$ cat config.mk
export PLATFORM = sky130hd
export DESIGN_NAME = sha256_stream_hasher_core
export DESIGN_NICKNAME = d
export VERILOG_FILES = /design/src/sv/sha256_pkg.sv /design/src/sv/sha256_dp.sv /design/src/sv/sha256_ctrl.sv /design/src/sv/sha256_stream_hasher_core.sv
export SDC_FILE = /design/constraint.sdc
export NUM_CORES = 2
export LEC_CHECK = 0
export BUFFER_PORTS_ARGS = -buffer_cell sky130_fd_sc_hd__clkbuf_2
export CAP_MARGIN = 0
export CORE_ASPECT_RATIO = 0.7
export CORE_MARGIN = 2
export CORE_UTILIZATION = 40
export DETAILED_ROUTE_END_ITERATION = 16
export PLACE_DENSITY = 0.57
export RECOVER_POWER = 25
export SYNTH_ARGS = -nofsm -noshare
export SYNTH_HDL_FRONTEND = slang
export SYNTH_SLANG_ARGS = --single-unit
export TNS_END_PERCENT = 5
$ cat constraint.sdc
create_clock -name clk_i -period 20.4 [get_ports clk_i]
set_input_delay 1.02 -clock clk_i [delete_from_list [all_inputs] [get_ports clk_i]]
set_output_delay 1.02 -clock clk_i [all_outputs]
set_load 0.02 [all_outputs]
$ cat src/sv/sha256_pkg.sv
// Shared types, constants and round functions for the SHA-256 stream hasher.
// Used by the controller, the datapath, the top level and its checker.
package sha256_pkg;

  typedef struct packed {
    logic       func;
    logic [7:0] data_byte;
  } in_item_t;

  typedef struct packed {
    logic [31:0] digest_word;
    logic        word_last;
  } out_item_t;

  localparam logic FUNC_APPEND = 1'b0;
  localparam logic FUNC_FINISH = 1'b1;

  localparam int unsigned BlockBytes = 64;
  localparam int unsigned LenPos     = 56;
  localparam int unsigned Rounds     = 64;

  typedef enum logic [2:0] {
    ST_IDLE,
    ST_COMPRESS,
    ST_PAD,
    ST_LEN,
    ST_EMIT
  } ctrl_state_e;

  // Byte source (message data or padding) selected by the controller.
  typedef enum logic [1:0] {
    BSEL_DATA,
    BSEL_MARK,
    BSEL_ZERO,
    BSEL_LEN
  } byte_sel_e;

  typedef struct packed {
    logic       push;
    byte_sel_e  bsel;
    logic       add_len;
    logic       start;
    logic       round;
    logic [5:0] round_idx;
    logic       fold;
    logic       reinit;
    logic       out_load;
    logic [2:0] out_idx;
  } dp_cmd_t;

  typedef struct packed {
    logic [5:0] fill;
  } dp_stat_t;

  localparam logic [31:0] InitH [8] = '{
    32'h6a09e667, 32'hbb67ae85, 32'h3c6ef372, 32'ha54ff53a,
    32'h510e527f, 32'h9b05688c, 32'h1f83d9ab, 32'h5be0cd19
  };

  localparam logic [31:0] RoundK [64] = '{
    32'h428a2f98, 32'h71374491, 32'hb5c0fbcf, 32'he9b5dba5,
    32'h3956c25b, 32'h59f111f1, 32'h923f82a4, 32'hab1c5ed5,
    32'hd807aa98, 32'h12835b01, 32'h243185be, 32'h550c7dc3,
    32'h72be5d74, 32'h80deb1fe, 32'h9bdc06a7, 32'hc19bf174,
    32'he49b69c1, 32'hefbe4786, 32'h0fc19dc6, 32'h240ca1cc,
    32'h2de92c6f, 32'h4a7484aa, 32'h5cb0a9dc, 32'h76f988da,
    32'h983e5152, 32'ha831c66d, 32'hb00327c8, 32'hbf597fc7,
    32'hc6e00bf3, 32'hd5a79147, 32'h06ca6351, 32'h14292967,
    32'h27b70a85, 32'h2e1b2138, 32'h4d2c6dfc, 32'h53380d13,
    32'h650a7354, 32'h766a0abb, 32'h81c2c92e, 32'h92722c85,
    32'ha2bfe8a1, 32'ha81a664b, 32'hc24b8b70, 32'hc76c51a3,
    32'hd192e819, 32'hd6990624, 32'hf40e3585, 32'h106aa070,
    32'h19a4c116, 32'h1e376c08, 32'h2748774c, 32'h34b0bcb5,
    32'h391c0cb3, 32'h4ed8aa4a, 32'h5b9cca4f, 32'h682e6ff3,
    32'h748f82ee, 32'h78a5636f, 32'h84c87814, 32'h8cc70208,
    32'h90befffa, 32'ha4506ceb, 32'hbef9a3f7, 32'hc67178f2
  };

  function automatic logic [31:0] rotr(input logic [31:0] x, input int unsigned n);
    rotr = (x >> n) | (x << (32 - n));
  endfunction

endpackage

$ cat src/sv/sha256_dp.sv
// Datapath of the SHA-256 stream hasher: block buffer, schedule, round unit,
// chaining words, length counter and output register. Needs sha256_pkg.
module sha256_dp (
  input  logic                  clk_i,
  input  logic                  rst_ni,
  input  sha256_pkg::dp_cmd_t   cmd_i,
  input  logic [7:0]            data_byte_i,
  output sha256_pkg::dp_stat_t  stat_o,
  output logic [31:0]           out_word_o
);
  import sha256_pkg::*;

  logic [31:0] blk_q [16];
  logic [31:0] w_q [16];
  logic [31:0] h_q [8];
  logic [31:0] v_q [8];
  logic [5:0]  fill_q;
  logic [63:0] bits_q;
  logic [2:0]  len_idx_q;
  logic [31:0] out_q;

  logic [7:0]  push_byte;
  logic [31:0] w_cur, s0, s1, t1, t2, e, a, w_new;

  always_comb begin
    case (cmd_i.bsel)
      BSEL_DATA: push_byte = data_byte_i;
      BSEL_MARK: push_byte = 8'h80;
      BSEL_ZERO: push_byte = 8'h00;
      BSEL_LEN:  push_byte = bits_q[8'(7 - len_idx_q) * 8 +: 8];
      default:   push_byte = 8'h00;
    endcase
  end

  // Rolling schedule: w_q[0] is always the word for this round.
  assign s0    = rotr(w_q[1], 7) ^ rotr(w_q[1], 18) ^ (w_q[1] >> 3);
  assign s1    = rotr(w_q[14], 17) ^ rotr(w_q[14], 19) ^ (w_q[14] >> 10);
  assign w_new = s1 + w_q[9] + s0 + w_q[0];
  assign w_cur = w_q[0];
  assign e     = v_q[4];
  assign a     = v_q[0];
  assign t1 = v_q[7] + (rotr(e, 6) ^ rotr(e, 11) ^ rotr(e, 25))
            + ((e & v_q[5]) ^ (~e & v_q[6])) + RoundK[cmd_i.round_idx] + w_cur;
  assign t2 = (rotr(a, 2) ^ rotr(a, 13) ^ rotr(a, 22))
            + ((a & v_q[1]) ^ (a & v_q[2]) ^ (v_q[1] & v_q[2]));

  always_ff @(posedge clk_i or negedge rst_ni) begin
    if (!rst_ni) begin
      fill_q    <= '0;
      bits_q    <= '0;
      len_idx_q <= '0;
      for (int i = 0; i < 8; i++) h_q[i] <= InitH[i];
    end else begin
      if (cmd_i.push) begin
        fill_q <= fill_q + 6'd1;
        if (cmd_i.bsel == BSEL_LEN) len_idx_q <= len_idx_q + 3'd1;
      end
      if (cmd_i.add_len) bits_q <= bits_q + 64'd8;
      if (cmd_i.fold) begin
        for (int i = 0; i < 8; i++) h_q[i] <= h_q[i] + v_q[i];
      end
      if (cmd_i.reinit) begin
        for (int i = 0; i < 8; i++) h_q[i] <= InitH[i];
        bits_q    <= '0;
        len_idx_q <= '0;
      end
    end
  end

  always_ff @(posedge clk_i) begin
    if (cmd_i.push) begin
      blk_q[fill_q[5:2]][8'(3 - fill_q[1:0]) * 8 +: 8] <= push_byte;
    end
    if (cmd_i.start) begin
      for (int i = 0; i < 15; i++) w_q[i] <= blk_q[i];
      // The last byte of the block arrives together with the start command.
      w_q[15] <= {blk_q[15][31:8], push_byte};
      for (int i = 0; i < 8; i++) v_q[i] <= h_q[i];
    end else if (cmd_i.round) begin
      for (int i = 0; i < 15; i++) w_q[i] <= w_q[i + 1];
      w_q[15] <= w_new;
      v_q[7] <= v_q[6]; v_q[6] <= v_q[5]; v_q[5] <= v_q[4];
      v_q[4] <= v_q[3] + t1;
      v_q[3] <= v_q[2]; v_q[2] <= v_q[1]; v_q[1] <= v_q[0];
      v_q[0] <= t1 + t2;
    end
    if (cmd_i.out_load) out_q <= h_q[cmd_i.out_idx];
  end

  assign stat_o.fill = fill_q;
  assign out_word_o  = out_q;

endmodule

$ cat src/sv/sha256_ctrl.sv
// Controller of the SHA-256 stream hasher: sequences appends, compression,
// padding and digest output. Needs sha256_pkg.
module sha256_ctrl (
  input  logic                  clk_i,
  input  logic                  rst_ni,
  input  logic                  in_valid_i,
  input  sha256_pkg::in_item_t  in_item_i,
  output logic                  in_stall_o,
  output logic                  out_valid_o,
  output logic                  out_last_o,
  input  logic                  out_stall_i,
  output sha256_pkg::dp_cmd_t   cmd_o,
  input  sha256_pkg::dp_stat_t  stat_i
);
  import sha256_pkg::*;

  ctrl_state_e state_q, state_d;
  ctrl_state_e ret_q, ret_d;
  logic [5:0]  rnd_q, rnd_d;
  logic        fold_q, fold_d;
  logic [2:0]  oidx_q, oidx_d;
  logic        ovalid_q, ovalid_d;
  logic        olast_q, olast_d;
  logic        in_acc;
  logic        full_next;

  assign in_acc    = in_valid_i && !in_stall_o;
  assign full_next = (stat_i.fill == 6'(BlockBytes - 1));

  // Next state.
  always_comb begin
    state_d = state_q;
    ret_d   = ret_q;
    rnd_d   = rnd_q;
    fold_d  = 1'b0;
    case (state_q)
      ST_IDLE: begin
        if (in_acc) begin
          if (in_item_i.func == FUNC_APPEND) begin
            if (full_next) begin
              state_d = ST_COMPRESS; ret_d = ST_IDLE; rnd_d = '0;
            end
          end else if (full_next) begin
            state_d = ST_COMPRESS; ret_d = ST_PAD; rnd_d = '0;
          end else if (stat_i.fill == 6'(LenPos - 1)) begin
            state_d = ST_LEN;
          end else begin
            state_d = ST_PAD;
          end
        end
      end
      ST_COMPRESS: begin
        rnd_d = rnd_q + 6'd1;
        if (rnd_q == 6'(Rounds - 1)) begin
          fold_d  = 1'b1;
          state_d = ret_q;
        end
      end
      ST_PAD: begin
        if (!fold_q) begin
          if (full_next) begin
            state_d = ST_COMPRESS; ret_d = ST_PAD; rnd_d = '0;
          end else if (stat_i.fill == 6'(LenPos - 1)) begin
            state_d = ST_LEN;
          end
        end
      end
      ST_LEN: begin
        if (full_next) begin
          state_d = ST_COMPRESS; ret_d = ST_EMIT; rnd_d = '0;
        end
      end
      ST_EMIT: begin
        if (!fold_q && olast_q && ovalid_q && !out_stall_i) state_d = ST_IDLE;
      end
      default: state_d = ST_IDLE;
    endcase
  end

  // Outputs and datapath commands.
  always_comb begin
    cmd_o           = '0;
    cmd_o.bsel      = BSEL_DATA;
    cmd_o.round_idx = rnd_q;
    cmd_o.out_idx   = oidx_q;
    oidx_d          = oidx_q;
    ovalid_d        = ovalid_q;
    olast_d         = olast_q;
    in_stall_o      = (state_q != ST_IDLE);
    case (state_q)
      ST_IDLE: begin
        if (in_acc) begin
          cmd_o.push = 1'b1;
          if (in_item_i.func == FUNC_APPEND) begin
            cmd_o.add_len = 1'b1;
          end else begin
            cmd_o.bsel = BSEL_MARK;
          end
          cmd_o.start = full_next;
        end
      end
      ST_COMPRESS: cmd_o.round = 1'b1;
      ST_PAD: begin
        if (!fold_q) begin
          cmd_o.push  = 1'b1;
          cmd_o.bsel  = BSEL_ZERO;
          cmd_o.start = full_next;
        end
      end
      ST_LEN: begin
        cmd_o.push  = 1'b1;
        cmd_o.bsel  = BSEL_LEN;
        cmd_o.start = full_next;
      end
      ST_EMIT: begin
        if (!fold_q) begin
          if (!ovalid_q || !out_stall_i) begin
            if (ovalid_q && olast_q) begin
              ovalid_d     = 1'b0;
              olast_d      = 1'b0;
              oidx_d       = '0;
              cmd_o.reinit = 1'b1;
            end else begin
              cmd_o.out_load = 1'b1;
              ovalid_d       = 1'b1;
              olast_d        = (oidx_q == 3'd7);
              oidx_d         = oidx_q + 3'd1;
            end
          end
        end
      end
      default: ;
    endcase
    cmd_o.fold = fold_q;
  end

  always_ff @(posedge clk_i or negedge rst_ni) begin
    if (!rst_ni) begin
      state_q  <= ST_IDLE;
      ret_q    <= ST_IDLE;
      rnd_q    <= '0;
      fold_q   <= 1'b0;
      oidx_q   <= '0;
      ovalid_q <= 1'b0;
      olast_q  <= 1'b0;
    end else begin
      state_q  <= state_d;
      ret_q    <= ret_d;
      rnd_q    <= rnd_d;
      fold_q   <= fold_d;
      oidx_q   <= oidx_d;
      ovalid_q <= ovalid_d;
      olast_q  <= olast_d;
    end
  end

  assign out_valid_o = ovalid_q;
  assign out_last_o  = olast_q;

endmodule

$ cat src/sv/sha256_stream_hasher_core.sv
// Top level of the SHA-256 stream hasher: joins controller and datapath.
// Needs sha256_pkg, sha256_ctrl and sha256_dp.
//
//   channel | direction | handshake            | payload
//   in      | input     | in_valid_i/in_stall_o | in_item_i (func, data_byte)
//   out     | output    | out_valid_o/out_stall_i | out_item_o (digest_word, word_last)
//
// An append is accepted in the idle state; the 64th byte of a block starts the
// rounds, one per cycle in a single shared round unit; the fold overlaps the
// next request.
// A finish pads one byte a cycle, pausing while a fold is done, compresses
// one or two blocks and then shows eight digest words, one per cycle when not stalled.
// Reset returns the chaining words to their initial values at once.
// Requests are stalled while the block compresses, pads or emits.
module sha256_stream_hasher_core (
  input  logic                   clk_i,
  input  logic                   rst_ni,
  input  logic                   in_valid_i,
  output logic                   in_stall_o,
  input  sha256_pkg::in_item_t   in_item_i,
  output logic                   out_valid_o,
  input  logic                   out_stall_i,
  output sha256_pkg::out_item_t  out_item_o
);
  import sha256_pkg::*;

  dp_cmd_t     cmd;
  dp_stat_t    stat;
  logic        last;
  logic [31:0] word;

  sha256_ctrl u_ctrl (
    .clk_i, .rst_ni, .in_valid_i, .in_item_i, .in_stall_o,
    .out_valid_o, .out_last_o(last), .out_stall_i,
    .cmd_o(cmd), .stat_i(stat)
  );

  sha256_dp u_dp (
    .clk_i, .rst_ni, .cmd_i(cmd), .data_byte_i(in_item_i.data_byte),
    .stat_o(stat), .out_word_o(word)
  );

  assign out_item_o.digest_word = word;
  assign out_item_o.word_last   = last;

endmodule

-- Word level (Yosys, flattened, before mapping)
Memories as Yosys holds them, arrays and structs flattened.
Index checks and enable logic that the tools add are counted.
- output and inout port bits: 35
- bits in read-only memories: 2048
- logic and storage cells: 234
- memories kept: 4
- input bits: 13
- bits in writable memories: 1280
- flip-flop bits (word level): 379
- memories (memory ; depth ; bits a word ; rd ports ; clocked after Yosys merged registers in ; wr ports ; RTL line ; source):
    (no name shown) ; 64 ; 32 ; 1 ; 0 ; 0 ; sha256_dp.sv:43 ; + ((e & v_q[5]) ^ (~e & v_q[6])) + RoundK[cmd_i.round_idx] + w_cur;
    u_dp.blk_q ; 16 ; 32 ; 16 ; 0 ; 1 ; sha256_dp.sv:13 ; logic [31:0] blk_q [16];
    u_dp.w_q ; 16 ; 32 ; 16 ; 0 ; 16 ; sha256_dp.sv:14 ; logic [31:0] w_q [16];
    u_dp.v_q ; 8 ; 32 ; 8 ; 0 ; 8 ; sha256_dp.sv:16 ; logic [31:0] v_q [8];
- bitwise operators: 54
- order comparisons: 2
- shift-type cells: 3
- muxes and demuxes: 84
- equal/unequal tests: 18
- reductions and logical operators: 24
- $add $sub $neg: 26
- operators by type and width (kind ; number):
    32-bit two-way mux ; 29
    32-bit adder ; 18
    256-bit two-way mux ; 2
    32-bit XOR ; 9
    32-bit AND ; 5
    64-bit two-way mux ; 2
    32-bit binary-select mux with 3-bit select ; 1
    64-bit by 4-bit adder with 64-bit output (second input constant) ; 1
    64-bit by 12-bit indexed part select with 8-bit output ; 1
    3-bit two-way mux ; 20
    11-bit negation with 34-bit output ; 1
    8-bit by 34-bit variable shift with 32-bit output (first input constant) ; 1
    8-bit by 34-bit indexed part select with 32-bit output ; 1
    32-bit inverter ; 1
    10-bit by 32-bit bitwise OR with 32-bit output ; 1
    13-bit by 32-bit bitwise OR with 32-bit output ; 1
    14-bit by 32-bit bitwise OR with 32-bit output ; 1
    15-bit by 32-bit bitwise OR with 32-bit output ; 1
    19-bit by 32-bit bitwise OR with 32-bit output ; 1
    21-bit by 32-bit bitwise OR with 32-bit output ; 1
    25-bit by 32-bit bitwise OR with 32-bit output ; 1
    26-bit by 32-bit bitwise OR with 32-bit output ; 1
    30-bit by 32-bit bitwise OR with 32-bit output ; 1
    7-bit by 32-bit bitwise OR with 32-bit output ; 1
    other kinds (42) ; 109

-- Logic depth before layout (Yosys ltp)
An unclocked memory read counts as a cell.
- word-level depth: 10
- gate-level depth with buffers: 39
- depth with buffers taken out: 37

-- Modules after synthesis
A second synthesis with hierarchy kept.
- cell total of the unflattened synthesis: 8615
- area total of the unflattened synthesis: 92984.2 µm²
- by module, submodules not included (module ; times used ; area an instance (µm²) ; cells each ; seq. area each (µm²)):
    sha256_dp ; 1 ; 91841.8 ; 8487 ; 47485.5
    sha256_ctrl ; 1 ; 1134.8 ; 127 ; 450.4
    sha256_stream_hasher_core ; 1 ; 7.5 ; 1 ; 0.0

-- Least setup slack after synthesis
Ideal clock, no wire load.
- kind: input to register
- from: input port in_valid_i
- to: memory u_dp.v_q[0][0] (enable)
- library setup time: 1110 ps
- cell stages on the path: 5
- path slack: 2461 ps
- arrival time: 16830 ps
- buffers on the path: 1
- cells stage by stage: or4b_4 -> a21oi_1 -> clkbuf_1 -> nor2_1 -> inv_1
- RTL lines (item ; RTL line ; source):
    start: declaration ; sha256_stream_hasher_core.sv:18 ; input logic in_valid_i,
    end: declaration ; sha256_dp.sv:16 ;

==> summary by stage <==
Worst setup path
The signal on the critical path passes through clkbuf_1 -> clkbuf_1 -> clkbuf_1. The cell with the biggest individual delay on the critical path is sky130_fd_sc_hd__clkbuf_1. The endpoint identified for the worst register-to-register timing path is u_dp.v_q[4][24]. The setup path with the least slack is of type input port to async pin. The worst setup path is launched from an input port. The setup slack of the most critical reg-to-reg path is 8.96 ns. STA puts the critical path data arrival time at 13.03 ns.

The startpoint of the most critical setup path is rst_ni. The top fanout value on the critical path is 119. The worst register-to-register path begins at u_ctrl.state_q[1]. The endpoint type of the worst setup path is an async pin. Counting cells, the worst reg-to-reg path comes to 7.

The cell that appears most often on the critical path is sky130_fd_sc_hd__clkbuf_1. The largest single stage delay on the critical path is 5.56 ns. STA puts the critical path data required time at 20.44 ns.

Clocking
The number of buffers inserted for hold repair after clock tree synthesis is 0. The TritonCTS buffer count is 178. Clock tree synthesis selected as its root buffer the cell sky130_fd_sc_hd__clkbuf_16. The number of setup buffers added after CTS is 0. The number of levels in the clock H-tree is 4. The clock slew at the register clock pins of the worst setup and hold paths is 0.06 ns.

The number of gates resized after CTS was 0. The maximum clock insertion buffer count is 4. Clock latency on the worst-skew pair, taken at its later pin, is 0.88 ns.

The clock drives 1648 sinks. TritonCTS built the clock tree.

Timing
The maximum achievable frequency is 76.9 MHz. The transition time of the tightest slew-check pin is 8.04 ns. The max-slew violation total from the final report was 1359. The shortest clock period the worst path allows after layout is 13.00 ns. The final setup TNS is 0 ns. Setup repair after global routing left no endpoint under its margin. The relative max-transition margin is -436%. Across the routed clock network, the largest skew measured is 0.0968 ns.

The final setup violation count is 0. The number of hold violations in the final report is 0. The final worst-path cycle share is 63.7%.

Finish
The number of nets in the finished design is 9525. In the final layout, the share of cells above drive strength 1 is 7.50%. The area overhead of the layout relative to synthesis is 9.45%.

Yosys
The sequential-to-total area share from yosys stat is 51.5%. The number of distinct standard cells referenced by the synthesized netlist is 90. The proportion of register bits with asynchronous set or reset after synthesis is 20.9%. For this run, the leading register cell type out of synthesis is sky130_fd_sc_hd__edfxtp_1. After synthesis the netlist holds a flip-flop and latch count of 1648. After synthesis, the cell types taking the most area are sky130_fd_sc_hd__edfxtp_1 42%, sky130_fd_sc_hd__nand2_1 10%, sky130_fd_sc_hd__dfrtp_1 5.6%. In this run the cell area of the synthesized design comes to 93100 um^2. The cell type with the highest aggregate area in the netlist is sky130_fd_sc_hd__edfxtp_1.

The yosys synthesis warning count is 0. The number of enable-type register cells in the synthesized netlist is 1304. Synthesis produced a netlist whose cell count is 9004. Synthesis produced a netlist with a net count of 9615. The top-area cell type share of the netlist area is 42.1%. Dividing the synthesized area by the synthesized cell count gives 10.3 um^2.

Floorplanning
The number of cell rows is 148. The top-level I/O count is 48. The area of the core is 232000 um^2. The die is 581 um wide.

The initial standard-cell utilization of the core is 40.1%. The die covers 237000 um^2. The vertical die dimension is 408 um.

GRT
The wire length of the first global-routing pass is 461000 um. The number of antenna violations at the first check in global routing is 12. The number of global-route vias before repair is 64300. The overall overflow remaining after global route is 0. The largest net degree at the start of global routing is 175. The total global routing track utilization is 26.5%.

Status
The final reports fail on capacitance limit, slew limit. The run finished, with violations left.

Placement
The number of buffers added on ports is 47. Routability-driven placement finished with a final weighted congestion of 0.997. The placed wire-length estimate is 231000 um.

Drt
The remaining design rule violation count is 0. The sum of routed wire length over all layers is 320000 um. The initial detailed-routing violation count is 8830. The wire length per cell after detailed routing is 26.4 um.

The detail route stage leaves a number of antenna-violating nets equal to 0. The count of TritonRoute iterations in the first routing pass is 6. The number of vias per cell is 5.73. The final route contains 69500 vias.

Flow run
The number of max-capacitance violations reported is 24.

Min path
The worst hold path was traced through 2 stages. The launch instance of the worst min-delay path is u_ctrl.oidx_q[2]. The path class of the tightest hold or removal check is register to register. For hold timing, the worst endpoint is u_ctrl.oidx_q[2].
placed cells by master, fill, tap and decap left out, types with 52 or more instances in the layout:
master                         n
sky130_fd_sc_hd__nand2_1    2519
sky130_fd_sc_hd__edfxtp_1   1304
sky130_fd_sc_hd__nor2_1      456
sky130_fd_sc_hd__o21ai_0     445
sky130_fd_sc_hd__a21oi_1     432
sky130_fd_sc_hd__ha_1        403
sky130_fd_sc_hd__xnor2_1     379
sky130_fd_sc_hd__inv_1       295
sky130_fd_sc_hd__dfrtp_1     203
sky130_fd_sc_hd__xor2_1      200
sky130_fd_sc_hd__fa_1        195
sky130_fd_sc_hd__clkbuf_16   178
sky130_fd_sc_hd__a21o_1      168
sky130_fd_sc_hd__nand3_1     136
sky130_fd_sc_hd__dfstp_2     136
sky130_fd_sc_hd__nor3_1      123
sky130_fd_sc_hd__clkbuf_1    110
sky130_fd_sc_hd__buf_4        84
sky130_fd_sc_hd__mux4_2       83
sky130_fd_sc_hd__nand2b_1     76
sky130_fd_sc_hd__nor2b_1      57
sky130_fd_sc_hd__mux2i_1      57
sky130_fd_sc_hd__a31oi_1      56
sky130_fd_sc_hd__o21a_1       55
sky130_fd_sc_hd__o31ai_1      53
sky130_fd_sc_hd__or3_1        52
per-layer routing:
layer	track usage [%]	wire length, um	up-vias
li1	-	-	31400
met1	43.8	159000	34700
met2	32.4	117000	3117
met3	8.57	38300	354
met4	4.74	5640	10
met5	0	67	-
cell families (layout without fill, tap and decap cells):
kind of cell | count (synthesis) | count (layout) | share of synthesized area [%]
other | 0 | 2 | 0
multiplexers | 182 | 182 | 3.13
XOR/XNOR | 580 | 580 | 5.47
AO/OA/AOI/OAI | 1576 | 1576 | 10.6
AND/OR/NAND/NOR | 3661 | 3661 | 16.5
flip-flops | 1648 | 1648 | 51.5
adder cells (fa/ha/maj) | 625 | 625 | 9.90
buffers and inverters | 732 | 778 | 2.96
Yosys cell counts, drive strengths merged, types with 13 or more instances:
master,instances
nand2,2519
edfxtp,1304
nor2,472
o21ai,445
a21oi,439
ha,403
clkbuf,394
xnor2,379
inv,296
dfrtp,208
xor2,200
fa,195
a21o,168
nand3,137
dfstp,136
nor3,125
mux4,83
nand2b,76
mux2i,57
nor2b,57
a31oi,56
o21a,55
o31ai,53
or3,52
a211oi,50
and3,47
mux2,42
nand4,40
o211ai,40
buf,39
o21bai,29
maj3,27
or2,22
nand3b,20
o22ai,20
a21boi,19
and2,19
a2111oi,18
a211o,18
nor3b,17
nor4,16
a31o,14
and4,14
o311ai,13
cell type report:
type                       instances  area, um^2
fill                           21900      130000
sequential                      1648       47900
multi-input combinational       6624       42500
clock buffer                     234        4750
tap                             3075        3850
inverter                         299        1130
timing repair buffer             163        1010
clock inverter                    82         712
antenna                            2        5.00
critical path, delay by kind of cell:
family	cells	cell delay [ns]
buf+inv	3	11.80
stage by stage:
step,worst slack [ns],cells,area [um^2],utilization [%],hold WS (ns)
2_1_floorplan,2.46,9004,93100,-,0.450
3_3_place_gp,10.10,11800,96700,41.7,0.454
3_5_place_dp,9.93,11800,96700,41.7,0.463
4_1_cts,9.89,12100,102000,44.1,0.153
5_1_grt,5.37,12100,102000,43.9,0.510
6_report,7.40,12100,102000,43.9,0.469
registers in the layout (all words and copies together) (netlist names):
name,flops
u_dp.bits_q,61
u_ctrl.rnd_q,6
u_dp.v_q,256
u_dp.out_word_o,32
u_dp.len_idx_q,3
u_ctrl.state_q,3
u_ctrl.ret_q,3
u_ctrl.fold_q,1
u_dp.stat_o,6
u_dp.w_q,512
u_ctrl.oidx_q,3
u_dp.blk_q,504
u_ctrl.out_valid_o,1
u_ctrl.out_last_o,1
u_dp.h_q,256
how the worst max path moves through the flow:
stage                       to  slack (ns)
6_report          u_dp.h_q[51]        7.40
2_1_floorplan   u_dp.v_q[0][0]        2.46
4_1_cts        u_dp.v_q[0][30]        9.89
3_5_place_dp   u_dp.v_q[0][30]        9.93
5_1_grt           u_dp.h_q[18]        5.37
3_3_place_gp   u_dp.v_q[0][30]       10.10
Power is not shown: default switching activity piles up to over one toggle a cycle in this logic, so the estimate is an artifact.
